`src/rtl/core/hrhp_pkg.sv`:
```
`default_nettype none
package hrhp_pkg;

    // Depth of the queue between the byte classifier and the parse engine.
    localparam int QueueDepth = 4;
    localparam int QueueAw    = $clog2(QueueDepth);
    localparam int QueueCntW  = $clog2(QueueDepth + 1);

    // Status codes of a result item.
    localparam logic [1:0] StMore = 2'd0;
    localparam logic [1:0] StDone = 2'd1;
    localparam logic [1:0] StBad  = 2'd2;

    // Field tags of a result item.
    localparam logic [2:0] TagNone   = 3'd0;
    localparam logic [2:0] TagMethod = 3'd1;
    localparam logic [2:0] TagUri    = 3'd2;
    localparam logic [2:0] TagName   = 3'd3;
    localparam logic [2:0] TagValue  = 3'd4;

    // Largest value of a version counter.
    localparam logic [7:0] VersionMax = 8'd255;

    // Parser phases, numbered in the order the request head is walked.
    typedef enum logic [4:0] {
        PH_METHOD_START = 5'd0,
        PH_METHOD       = 5'd1,
        PH_URI_START    = 5'd2,
        PH_URI          = 5'd3,
        PH_H            = 5'd4,
        PH_T1           = 5'd5,
        PH_T2           = 5'd6,
        PH_P            = 5'd7,
        PH_SLASH        = 5'd8,
        PH_MAJ_START    = 5'd9,
        PH_MAJ          = 5'd10,
        PH_MIN_START    = 5'd11,
        PH_MIN          = 5'd12,
        PH_LF1          = 5'd13,
        PH_LINE_START   = 5'd14,
        PH_LWS          = 5'd15,
        PH_NAME         = 5'd16,
        PH_SP_VALUE     = 5'd17,
        PH_VALUE        = 5'd18,
        PH_LF2          = 5'd19,
        PH_LF3          = 5'd20
    } t_phase;

    // One input item.
    typedef struct packed {
        logic [7:0] data_byte;
        logic       restart;
    } t_in_item;

    // One result item.
    typedef struct packed {
        logic [1:0] status;
        logic [2:0] field_tag;
        logic [7:0] token_byte;
        logic       new_header;
        logic [7:0] version_major;
        logic [7:0] version_minor;
        logic [4:0] phase;
    } t_out_item;

    // A byte together with its character classes, as the engine sees it.
    typedef struct packed {
        logic [7:0] data_byte;
        logic       restart;
        logic       is_token;
        logic       is_ctl;
        logic       is_dec;
        logic       is_space;
        logic       is_tab;
        logic       is_cr;
        logic       is_lf;
        logic       is_colon;
        logic       is_dot;
        logic       is_slash;
        logic       is_h;
        logic       is_t;
        logic       is_p;
    } t_byte_class;

endpackage
`default_nettype wire

```
`src/rtl/core/hrhp_classify.sv`:
```
`default_nettype none
module hrhp_classify (
    input  wire  hrhp_pkg::t_in_item    i_item,
    output hrhp_pkg::t_byte_class       o_class
);
    import hrhp_pkg::*;

    logic [7:0] w_b;
    logic       w_ctl;
    logic       w_sep;

    assign w_b = i_item.data_byte;

    // Control bytes are the low 32 codes and DEL.
    assign w_ctl = (w_b <= 8'd31) || (w_b == 8'd127);

    // Separator characters of the token grammar.
    always_comb begin
        case (w_b)
            "(", ")", "<", ">", "@", ",", ";", ":", "\\", "\"",
            "/", "[", "]", "?", "=", "{", "}", " ", 8'h09: w_sep = 1'b1;
            default:                                         w_sep = 1'b0;
        endcase
    end

    // Gather every class the parse engine tests.
    always_comb begin
        o_class.data_byte = w_b;
        o_class.restart   = i_item.restart;
        o_class.is_token  = !w_b[7] && !w_ctl && !w_sep;
        o_class.is_ctl    = w_ctl;
        o_class.is_dec    = (w_b >= "0") && (w_b <= "9");
        o_class.is_space  = (w_b == " ");
        o_class.is_tab    = (w_b == 8'h09);
        o_class.is_cr     = (w_b == 8'h0d);
        o_class.is_lf     = (w_b == 8'h0a);
        o_class.is_colon  = (w_b == ":");
        o_class.is_dot    = (w_b == ".");
        o_class.is_slash  = (w_b == "/");
        o_class.is_h      = (w_b == "H");
        o_class.is_t      = (w_b == "T");
        o_class.is_p      = (w_b == "P");
    end

endmodule
`default_nettype wire

```
`src/rtl/core/hrhp_queue.sv`:
```
`default_nettype none
module hrhp_queue (
    input  wire                         i_clk,
    input  wire                         i_rst_n,
    input  wire                         i_push,
    input  wire  hrhp_pkg::t_byte_class i_data,
    output logic                        o_full,
    output logic                        o_valid,
    output hrhp_pkg::t_byte_class       o_data,
    input  wire                         i_pop
);
    import hrhp_pkg::*;

    t_byte_class          r_mem [QueueDepth];
    logic [QueueAw-1:0]   r_wr_ptr;
    logic [QueueAw-1:0]   r_rd_ptr;
    logic [QueueCntW-1:0] r_count;
    logic                 w_push;
    logic                 w_pop;

    assign o_full  = (r_count == QueueCntW'(QueueDepth));
    assign o_valid = (r_count != '0);
    assign o_data  = r_mem[r_rd_ptr];
    assign w_push  = i_push && !o_full;
    assign w_pop   = i_pop && o_valid;

    // Entry storage needs no reset.
    always_ff @(posedge i_clk) begin
        if (w_push) begin
            r_mem[r_wr_ptr] <= i_data;
        end
    end

    // Pointers and fill count.
    always_ff @(posedge i_clk) begin
        if (!i_rst_n) begin
            r_wr_ptr <= '0;
            r_rd_ptr <= '0;
            r_count  <= '0;
        end else begin
            if (w_push) begin
                r_wr_ptr <= r_wr_ptr + 1'b1;
            end
            if (w_pop) begin
                r_rd_ptr <= r_rd_ptr + 1'b1;
            end
            if (w_push && !w_pop) begin
                r_count <= r_count + 1'b1;
            end else if (w_pop && !w_push) begin
                r_count <= r_count - 1'b1;
            end
        end
    end

    // The fill count never passes the depth.
    a_count_bound: assert property (@(posedge i_clk) disable iff (!i_rst_n)
        r_count <= QueueCntW'(QueueDepth))
        else $error("queue count above depth");

    // A pop from a single entry without a push leaves the queue empty.
    a_drain: assert property (@(posedge i_clk) disable iff (!i_rst_n)
        (r_count == QueueCntW'(1) && w_pop && !w_push) |=> !o_valid)
        else $error("queue not empty after last pop");

endmodule
`default_nettype wire

```
`src/rtl/core/hrhp_engine.sv`:
```
`default_nettype none
module hrhp_engine (
    input  wire                         i_clk,
    input  wire                         i_rst_n,
    input  wire                         i_valid,
    input  wire  hrhp_pkg::t_byte_class i_class,
    output logic                        o_pop,
    output logic                        o_out_valid,
    output hrhp_pkg::t_out_item         o_out_item,
    input  wire                         i_out_stall
);
    import hrhp_pkg::*;

    t_phase      r_phase;
    t_phase      n_phase;
    logic        r_have_header;
    logic        n_have_header;
    logic        r_err;
    logic [7:0]  r_major;
    logic [7:0]  n_major;
    logic [7:0]  r_minor;
    logic [7:0]  n_minor;
    logic        r_out_valid;
    t_out_item   r_out;
    t_out_item   n_out;

    t_phase      w_phase;
    logic        w_have_header;
    logic        w_err;
    t_phase      w_next;
    logic        w_bad;
    logic        w_done;
    logic [2:0]  w_tag;
    logic        w_new_header;
    logic [11:0] w_major_acc;
    logic [11:0] w_minor_acc;
    logic [3:0]  w_digit;

    // Take the next byte whenever the output register is free or draining.
    assign o_pop       = i_valid && (!r_out_valid || !i_out_stall);
    assign o_out_valid = r_out_valid;
    assign o_out_item  = r_out;

    // Restart applies before the byte it arrives with.
    assign w_phase       = i_class.restart ? PH_METHOD_START : r_phase;
    assign w_have_header = i_class.restart ? 1'b0 : r_have_header;
    assign w_err         = i_class.restart ? 1'b0 : r_err;

    // Decimal accumulate: count * 10 + digit, before saturation.
    assign w_digit     = i_class.data_byte[3:0];
    assign w_major_acc = {1'b0, r_major, 3'b000} + {3'b000, r_major, 1'b0} + {8'h00, w_digit};
    assign w_minor_acc = {1'b0, r_minor, 3'b000} + {3'b000, r_minor, 1'b0} + {8'h00, w_digit};

    // Next phase and the malformed check.
    always_comb begin
        w_next = w_phase;
        w_bad  = 1'b0;
        if (w_err) begin
            w_bad = 1'b1;
        end else begin
            case (w_phase)
                PH_METHOD_START: begin
                    if (i_class.is_token) w_next = PH_METHOD;
                    else                  w_bad  = 1'b1;
                end
                PH_METHOD: begin
                    if (i_class.is_space)      w_next = PH_URI_START;
                    else if (!i_class.is_token) w_bad = 1'b1;
                end
                PH_URI_START: begin
                    if (i_class.is_ctl) w_bad  = 1'b1;
                    else                w_next = PH_URI;
                end
                PH_URI: begin
                    if (i_class.is_space)    w_next = PH_H;
                    else if (i_class.is_ctl) w_bad  = 1'b1;
                end
                PH_H: begin
                    if (i_class.is_h) w_next = PH_T1;
                    else              w_bad  = 1'b1;
                end
                PH_T1: begin
                    if (i_class.is_t) w_next = PH_T2;
                    else              w_bad  = 1'b1;
                end
                PH_T2: begin
                    if (i_class.is_t) w_next = PH_P;
                    else              w_bad  = 1'b1;
                end
                PH_P: begin
                    if (i_class.is_p) w_next = PH_SLASH;
                    else              w_bad  = 1'b1;
                end
                PH_SLASH: begin
                    if (i_class.is_slash) w_next = PH_MAJ_START;
                    else                  w_bad  = 1'b1;
                end
                PH_MAJ_START: begin
                    if (i_class.is_dec) w_next = PH_MAJ;
                    else                w_bad  = 1'b1;
                end
                PH_MAJ: begin
                    if (i_class.is_dot)       w_next = PH_MIN_START;
                    else if (!i_class.is_dec) w_bad  = 1'b1;
                end
                PH_MIN_START: begin
                    if (i_class.is_dec) w_next = PH_MIN;
                    else                w_bad  = 1'b1;
                end
                PH_MIN: begin
                    if (i_class.is_cr)        w_next = PH_LF1;
                    else if (!i_class.is_dec) w_bad  = 1'b1;
                end
                PH_LF1: begin
                    if (i_class.is_lf) w_next = PH_LINE_START;
                    else               w_bad  = 1'b1;
                end
                PH_LINE_START: begin
                    if (i_class.is_cr) begin
                        w_next = PH_LF3;
                    end else if (w_have_header && (i_class.is_space || i_class.is_tab)) begin
                        w_next = PH_LWS;
                    end else if (i_class.is_token) begin
                        w_next = PH_NAME;
                    end else begin
                        w_bad = 1'b1;
                    end
                end
                PH_LWS: begin
                    if (i_class.is_cr) begin
                        w_next = PH_LF2;
                    end else if (i_class.is_space || i_class.is_tab) begin
                        w_next = PH_LWS;
                    end else if (i_class.is_ctl) begin
                        w_bad = 1'b1;
                    end else begin
                        w_next = PH_VALUE;
                    end
                end
                PH_NAME: begin
                    if (i_class.is_colon)       w_next = PH_SP_VALUE;
                    else if (!i_class.is_token) w_bad  = 1'b1;
                end
                PH_SP_VALUE: begin
                    if (i_class.is_space) w_next = PH_VALUE;
                    else                  w_bad  = 1'b1;
                end
                PH_VALUE: begin
                    if (i_class.is_cr)       w_next = PH_LF2;
                    else if (i_class.is_ctl) w_bad  = 1'b1;
                end
                PH_LF2: begin
                    if (i_class.is_lf) w_next = PH_LINE_START;
                    else               w_bad  = 1'b1;
                end
                PH_LF3: begin
                    if (!i_class.is_lf) w_bad = 1'b1;
                end
                default: begin
                    w_bad = 1'b1;
                end
            endcase
        end
    end

    // Field tag, header start, completion and counter updates.
    always_comb begin
        w_tag         = TagNone;
        w_new_header  = 1'b0;
        w_done        = 1'b0;
        n_major       = r_major;
        n_minor       = r_minor;
        n_have_header = w_have_header;
        if (!w_bad) begin
            case (w_phase)
                PH_METHOD_START, PH_METHOD: begin
                    if (i_class.is_token) w_tag = TagMethod;
                end
                PH_URI_START: begin
                    w_tag = TagUri;
                end
                PH_URI: begin
                    if (!i_class.is_space) w_tag = TagUri;
                end
                PH_SLASH: begin
                    n_major = '0;
                    n_minor = '0;
                end
                PH_MAJ_START, PH_MAJ: begin
                    if (i_class.is_dec) begin
                        n_major = (w_major_acc > 12'(VersionMax)) ? VersionMax
                                                                   : w_major_acc[7:0];
                    end
                end
                PH_MIN_START, PH_MIN: begin
                    if (i_class.is_dec) begin
                        n_minor = (w_minor_acc > 12'(VersionMax)) ? VersionMax
                                                                   : w_minor_acc[7:0];
                    end
                end
                PH_LINE_START: begin
                    if (w_next == PH_NAME) begin
                        w_tag         = TagName;
                        w_new_header  = 1'b1;
                        n_have_header = 1'b1;
                    end
                end
                PH_LWS: begin
                    if (w_next == PH_VALUE) w_tag = TagValue;
                end
                PH_NAME: begin
                    if (!i_class.is_colon) w_tag = TagName;
                end
                PH_VALUE: begin
                    if (!i_class.is_cr) w_tag = TagValue;
                end
                PH_LF3: begin
                    w_done = 1'b1;
                end
                default: begin
                    w_tag = TagNone;
                end
            endcase
        end
        n_phase = w_bad ? w_phase : w_next;
    end

    // Assemble the result item.
    always_comb begin
        n_out.status        = w_bad ? StBad : (w_done ? StDone : StMore);
        n_out.field_tag     = w_tag;
        n_out.token_byte    = (w_tag != TagNone) ? i_class.data_byte : 8'h00;
        n_out.new_header    = w_new_header;
        n_out.version_major = n_major;
        n_out.version_minor = n_minor;
        n_out.phase         = n_phase;
    end

    // Parser state.
    always_ff @(posedge i_clk) begin
        if (!i_rst_n) begin
            r_phase       <= PH_METHOD_START;
            r_have_header <= 1'b0;
            r_err         <= 1'b0;
            r_major       <= '0;
            r_minor       <= '0;
        end else if (o_pop) begin
            r_phase       <= n_phase;
            r_have_header <= n_have_header;
            r_err         <= w_err || w_bad;
            r_major       <= n_major;
            r_minor       <= n_minor;
        end
    end

    // Output register: loads on every pop, empties when taken.
    always_ff @(posedge i_clk) begin
        if (!i_rst_n) begin
            r_out_valid <= 1'b0;
        end else if (o_pop) begin
            r_out_valid <= 1'b1;
        end else if (!i_out_stall) begin
            r_out_valid <= 1'b0;
        end
    end

    always_ff @(posedge i_clk) begin
        if (o_pop) begin
            r_out <= n_out;
        end
    end

    // A malformed byte leaves the error latch set.
    a_err_latches: assert property (@(posedge i_clk) disable iff (!i_rst_n)
        (o_pop && n_out.status == StBad) |=> r_err)
        else $error("error latch not set after malformed byte");

    // Without a restart, a latched error answers malformed.
    a_err_holds: assert property (@(posedge i_clk) disable iff (!i_rst_n)
        (o_pop && r_err && !i_class.restart) |-> (n_out.status == StBad))
        else $error("latched error did not answer malformed");

    // A complete head is reported only from the final phase.
    a_done_phase: assert property (@(posedge i_clk) disable iff (!i_rst_n)
        (r_out_valid && r_out.status == StDone) |-> (r_out.phase == PH_LF3))
        else $error("complete status outside final phase");

    // No token byte is reported without a field tag.
    a_tag_byte: assert property (@(posedge i_clk) disable iff (!i_rst_n)
        (r_out_valid && r_out.field_tag == TagNone) |-> (r_out.token_byte == 8'h00))
        else $error("token byte without field tag");

endmodule
`default_nettype wire

```
`src/rtl/core/http_request_head_parser.sv`:
```
`default_nettype none
// HTTP request head parser. Bytes of the request stream go in one per item, and every
// byte gives exactly one result item: status (more, complete, malformed), the string
// field the byte belongs to, a new-header flag, the saturating version counters and
// the phase reached. The parser sustains one byte per clock cycle while the output is
// not stalled. The classifier writes each byte into a four-entry queue, and the parse
// engine reads it from the queue, steps its state machine and loads the output
// register. The input is stalled only when the queue is full, and the
// engine stalls only when the output register holds an item that is not taken. After
// a malformed byte every further byte answers malformed until an item with restart
// set arrives; restart does not clear the version counters.
module http_request_head_parser (
    input  wire                       i_clk,
    input  wire                       i_rst_n,
    input  wire                       i_in_valid,
    input  wire  hrhp_pkg::t_in_item  i_in_item,
    output logic                      o_in_stall,
    output logic                      o_out_valid,
    output hrhp_pkg::t_out_item       o_out_item,
    input  wire                       i_out_stall
);
    import hrhp_pkg::*;

    t_byte_class w_class;
    t_byte_class w_q_data;
    logic        w_q_full;
    logic        w_q_valid;
    logic        w_pop;

    // Front: classify the incoming byte.
    hrhp_classify u_classify (
        .i_item  (i_in_item),
        .o_class (w_class)
    );

    // Queue between classifier and engine.
    hrhp_queue u_queue (
        .i_clk   (i_clk),
        .i_rst_n (i_rst_n),
        .i_push  (i_in_valid),
        .i_data  (w_class),
        .o_full  (w_q_full),
        .o_valid (w_q_valid),
        .o_data  (w_q_data),
        .i_pop   (w_pop)
    );

    assign o_in_stall = w_q_full;

    // Back: parse state machine and output register.
    hrhp_engine u_engine (
        .i_clk       (i_clk),
        .i_rst_n     (i_rst_n),
        .i_valid     (w_q_valid),
        .i_class     (w_q_data),
        .o_pop       (w_pop),
        .o_out_valid (o_out_valid),
        .o_out_item  (o_out_item),
        .i_out_stall (i_out_stall)
    );

endmodule
`default_nettype wire
```
`config.mk`:
```
export PLATFORM = sky130hd
export DESIGN_NAME = http_request_head_parser
export DESIGN_NICKNAME = d
export VERILOG_FILES = /design/src/rtl/core/hrhp_pkg.sv /design/src/rtl/core/hrhp_classify.sv /design/src/rtl/core/hrhp_queue.sv /design/src/rtl/core/hrhp_engine.sv /design/src/rtl/core/http_request_head_parser.sv
export SDC_FILE = /design/constraint.sdc
export NUM_CORES = 1
export LEC_CHECK = 0
export BUFFER_PORTS_ARGS = -buffer_cell sky130_fd_sc_hd__buf_4
export CORE_UTILIZATION = 45
export DETAILED_ROUTE_END_ITERATION = 12
export GPL_ROUTABILITY_DRIVEN = 1
export SLEW_MARGIN = 25
export SYNTH_ARGS = -nofsm -noshare
export SYNTH_HDL_FRONTEND = slang
export SYNTH_HIERARCHICAL = 1
export SYNTH_SLANG_ARGS = --single-unit
```
`constraint.sdc`:
```
create_clock -name i_clk -period 6.4 [get_ports i_clk]
set_input_delay 0.64 -clock i_clk [delete_from_list [all_inputs] [get_ports i_clk]]
set_output_delay 0.64 -clock i_clk [all_outputs]
set_load 0.01 [all_outputs]
```
==> results.cfg <==
[floorplanning]
die_w_um = 140
start_util = 0.460
die_h_um = 140
pin_count = 50
core_um2 = 18700
row_count = 50
dieArea_um2 = 19700

[yosys]
synth_seq_cells = 156
netlist_top_cells_area = edfxtp_1, dfxtp_1, mux4_2, ha_1, nor2_1
synthTopCellsByCount = edfxtp_1, nor2_1, nand2_1
syn_avg_cell_area_um2 = 11.6
ys.flop_type = edfxtp_1
ys_seq_area_frac = 0.506
yosys.area.top_type_share = 0.429
syn_area_um2 = 8600
synth_nets = 792
synth_edf_count = 123
synthMostInstantiatedCell = edfxtp_1
yosys_warnings = 6
yosysTopAreaCell = edfxtp_1
yosys.cell_types.count = 88
synth_cells = 739
synthArstFlopShare = 0

[placement]
placed_area_um2 = 9030
port_buffers = 49
dpl.cell_count = 980
place_congestion = 0.992
dp.final_hpwl_um = 13500

[final_layout]
fill_cells = 1613
nNetsFinal = 818
n_antenna_cell = 0
fin_util = 0.516
drive_gt1_frac = 0.176
instances_no_fill = 1012
area_growth_pct = 12.3
stdcell_area_um2 = 9660

[worst_setup_path]
worstPathMaxFanout = 14
cp_top_family = adder cells
cp_slowest_cell = mux4_2
timing.critical_path.buf_inv = 1
cp_slowest_stage_delay_ns = 0.64
endpoint = u_engine/o_out_item[16]$_DFFE_PP_
reg2reg_slack_ns = 2.10
worstPathCellList = buf_4 > mux4_2 > fa_1 > fa_1 > a211oi_1 > o21a_1 > a211o_1 > nand4b_1 > nor2_1 > nor2_1 > a32o_1
cp.depth = 11
arrival_ns = 4.47
critPathCaptureType = flop
critPathKind = reg2reg
critPathLaunchType = flop
reg2reg_depth = 11
cp.required_ns = 6.57
r2r_end = u_engine/o_out_item[16]$_DFFE_PP_

[flow_run]
maxCapViolations = 0

[clock_tree]
clk_latency_ns = 0.43
clock_path_buffers = 2
clkTransAtPathRegs_ns = 0.07
numCtsBuffers = 17
post_cts_resized = 0
clkSinkCount = 156
htreeDepth = 4
tritoncts = yes
cts_root_buffer = clkbuf_16
post-cts-setup-buffers = 0
hold_buffers = 0

[grt]
grt_pass1_vias = 6091
grt-ovfl-total = 0
grt_start_max_net_pins = 59
grt_pass1_wl_um = 32900
track_usage = 0.216
antenna_found_initial = 0

[timing]
tightestPinTransition_ns = 0.955
rsz0062_at_grt = no
drv_slew = 0
fin_crit_ns = 4.30
finalCritPeriodShare = 0.672
hold_viol_final = 0
tns_ns = 0
fin_skew_ns = 0.0179
setup_viol = 0
max_freq_ghz = 0.233
slew_headroom = 0.358

[worst_hold_path]
min_path_type = in2reg

[power_and_ir_drop]
p_per_area_nw_per_um2 = 416
irDropWorstVdd_uv = 230
cellLeakagePower_nw = 3.63
p_total_mw = 4.02

[routing]
routed_wl_um = 20400
drc = 0
dr.pass1.iters = 5
viasPerCell = 6.17
wl_per_cell_um = 20.2
drtIter0Drc = 644
detail-route-antenna-nets = 0
route.vias.total = 6241

[run_status]
outcome = finished, final reports clean
-- state kept, by name, indices dropped and copies added, names as in the netlist, named ones only --
name and flops:
u_queue/r_rd_ptr 2, u_queue/r_wr_ptr 2, u_engine/r_err 1, u_engine/o_out_valid 1, u_queue/r_count 3, u_engine/o_out_item 35
u_engine/r_major 8, u_queue/r_mem 88, u_engine/r_phase 5, u_engine/r_minor 8, u_engine/r_have_header 1
-- cells by family (layout without fill, tap and decap cells) --
logic type | Yosys count | count (layout) | synth area share
AND/OR/NAND/NOR | 237 | 237 | 0.148
multiplexers | 30 | 30 | 0.0669
adder cells (fa/ha/maj) | 40 | 40 | 0.0625
XOR/XNOR | 13 | 13 | 0.0132
AO/OA/AOI/OAI | 181 | 181 | 0.152
flip-flops | 156 | 156 | 0.506
buffers and inverters | 82 | 121 | 0.0512
-- placed cells by master (no fill, tap or decap), types with 6 or more instances in the layout --
cell type	instances
nor4_1	10
mux4_2	22
edfxtp_1	123
nand2_1	52
inv_1	28
nand3_1	8
mux2i_1	8
a32o_1	8
xnor2_1	7
nand4_1	7
ha_1	35
nor2b_1	12
nor3_1	22
nand2b_1	7
xor2_1	6
and2_1	10
a211oi_1	8
buf_4	61
o2111ai_1	6
o211ai_1	14
o21a_1	12
nor2_1	63
a21oi_1	38
a21o_1	6
o21ai_0	32
dfxtp_1	33
clkbuf_16	17
-- report_power, final --
part / switching, mW / internal, mW
clock: 0.440 / 0.629
combinational: 0.925 / 0.550
sequential: 0.127 / 1.35
-- final cells by class --
| class | count | area [µm²] | area share |
|---|---|---|---|
| sequential | 156 | 4350 | 0.451 |
| multi-input combinational | 501 | 3820 | 0.396 |
| timing repair buffer | 61 | 458 | 0.0474 |
| clock buffer | 17 | 425 | 0.0440 |
| tap | 234 | 293 | 0.0303 |
| clock inverter | 15 | 203 | 0.0210 |
| inverter | 28 | 105 | 0.0109 |
-- how the worst min path moves through the flow --
stage / from / to / slack [ns] / cells past startpoint
floorplan: u_queue/r_wr_ptr[1]$_SDFFE_PN0P_ / u_queue/r_wr_ptr[1]$_SDFFE_PN0P_ / 0.47 / 2
global placement: u_queue/r_wr_ptr[1]$_SDFFE_PN0P_ / u_queue/r_wr_ptr[1]$_SDFFE_PN0P_ / 0.48 / 2
detailed placement: u_queue/r_wr_ptr[0]$_SDFFE_PN0P_ / u_queue/r_wr_ptr[0]$_SDFFE_PN0P_ / 0.51 / 2
CTS: i_in_item[0] / u_queue/r_mem[2][13]$_DFFE_PP_ / 0.41 / 1
global route: i_in_item[0] / u_queue/r_mem[2][13]$_DFFE_PP_ / 0.41 / 1
finish: i_in_item[0] / u_queue/r_mem[3][13]$_DFFE_PP_ / 0.42 / 1
-- through the flow --
step | setup WS [ns] | hold slack (ns)
after floorplan | 2.65 | 0.468
after global placement | 2.27 | 0.478
after detailed placement | 2.11 | 0.506
after CTS | 2.09 | 0.408
after global routing | 1.85 | 0.409
final | 2.10 | 0.424
-- per-layer routing --
layer  share of wire  up-vias  track usage
li1                -     2886            -
met1            0.44     3062        0.291
met2            0.48      257        0.356
met3           0.059       36       0.0356
met4           0.017        0       0.0717
met5               0        -            0
Note: power is estimated with default switching activity, not from simulation.
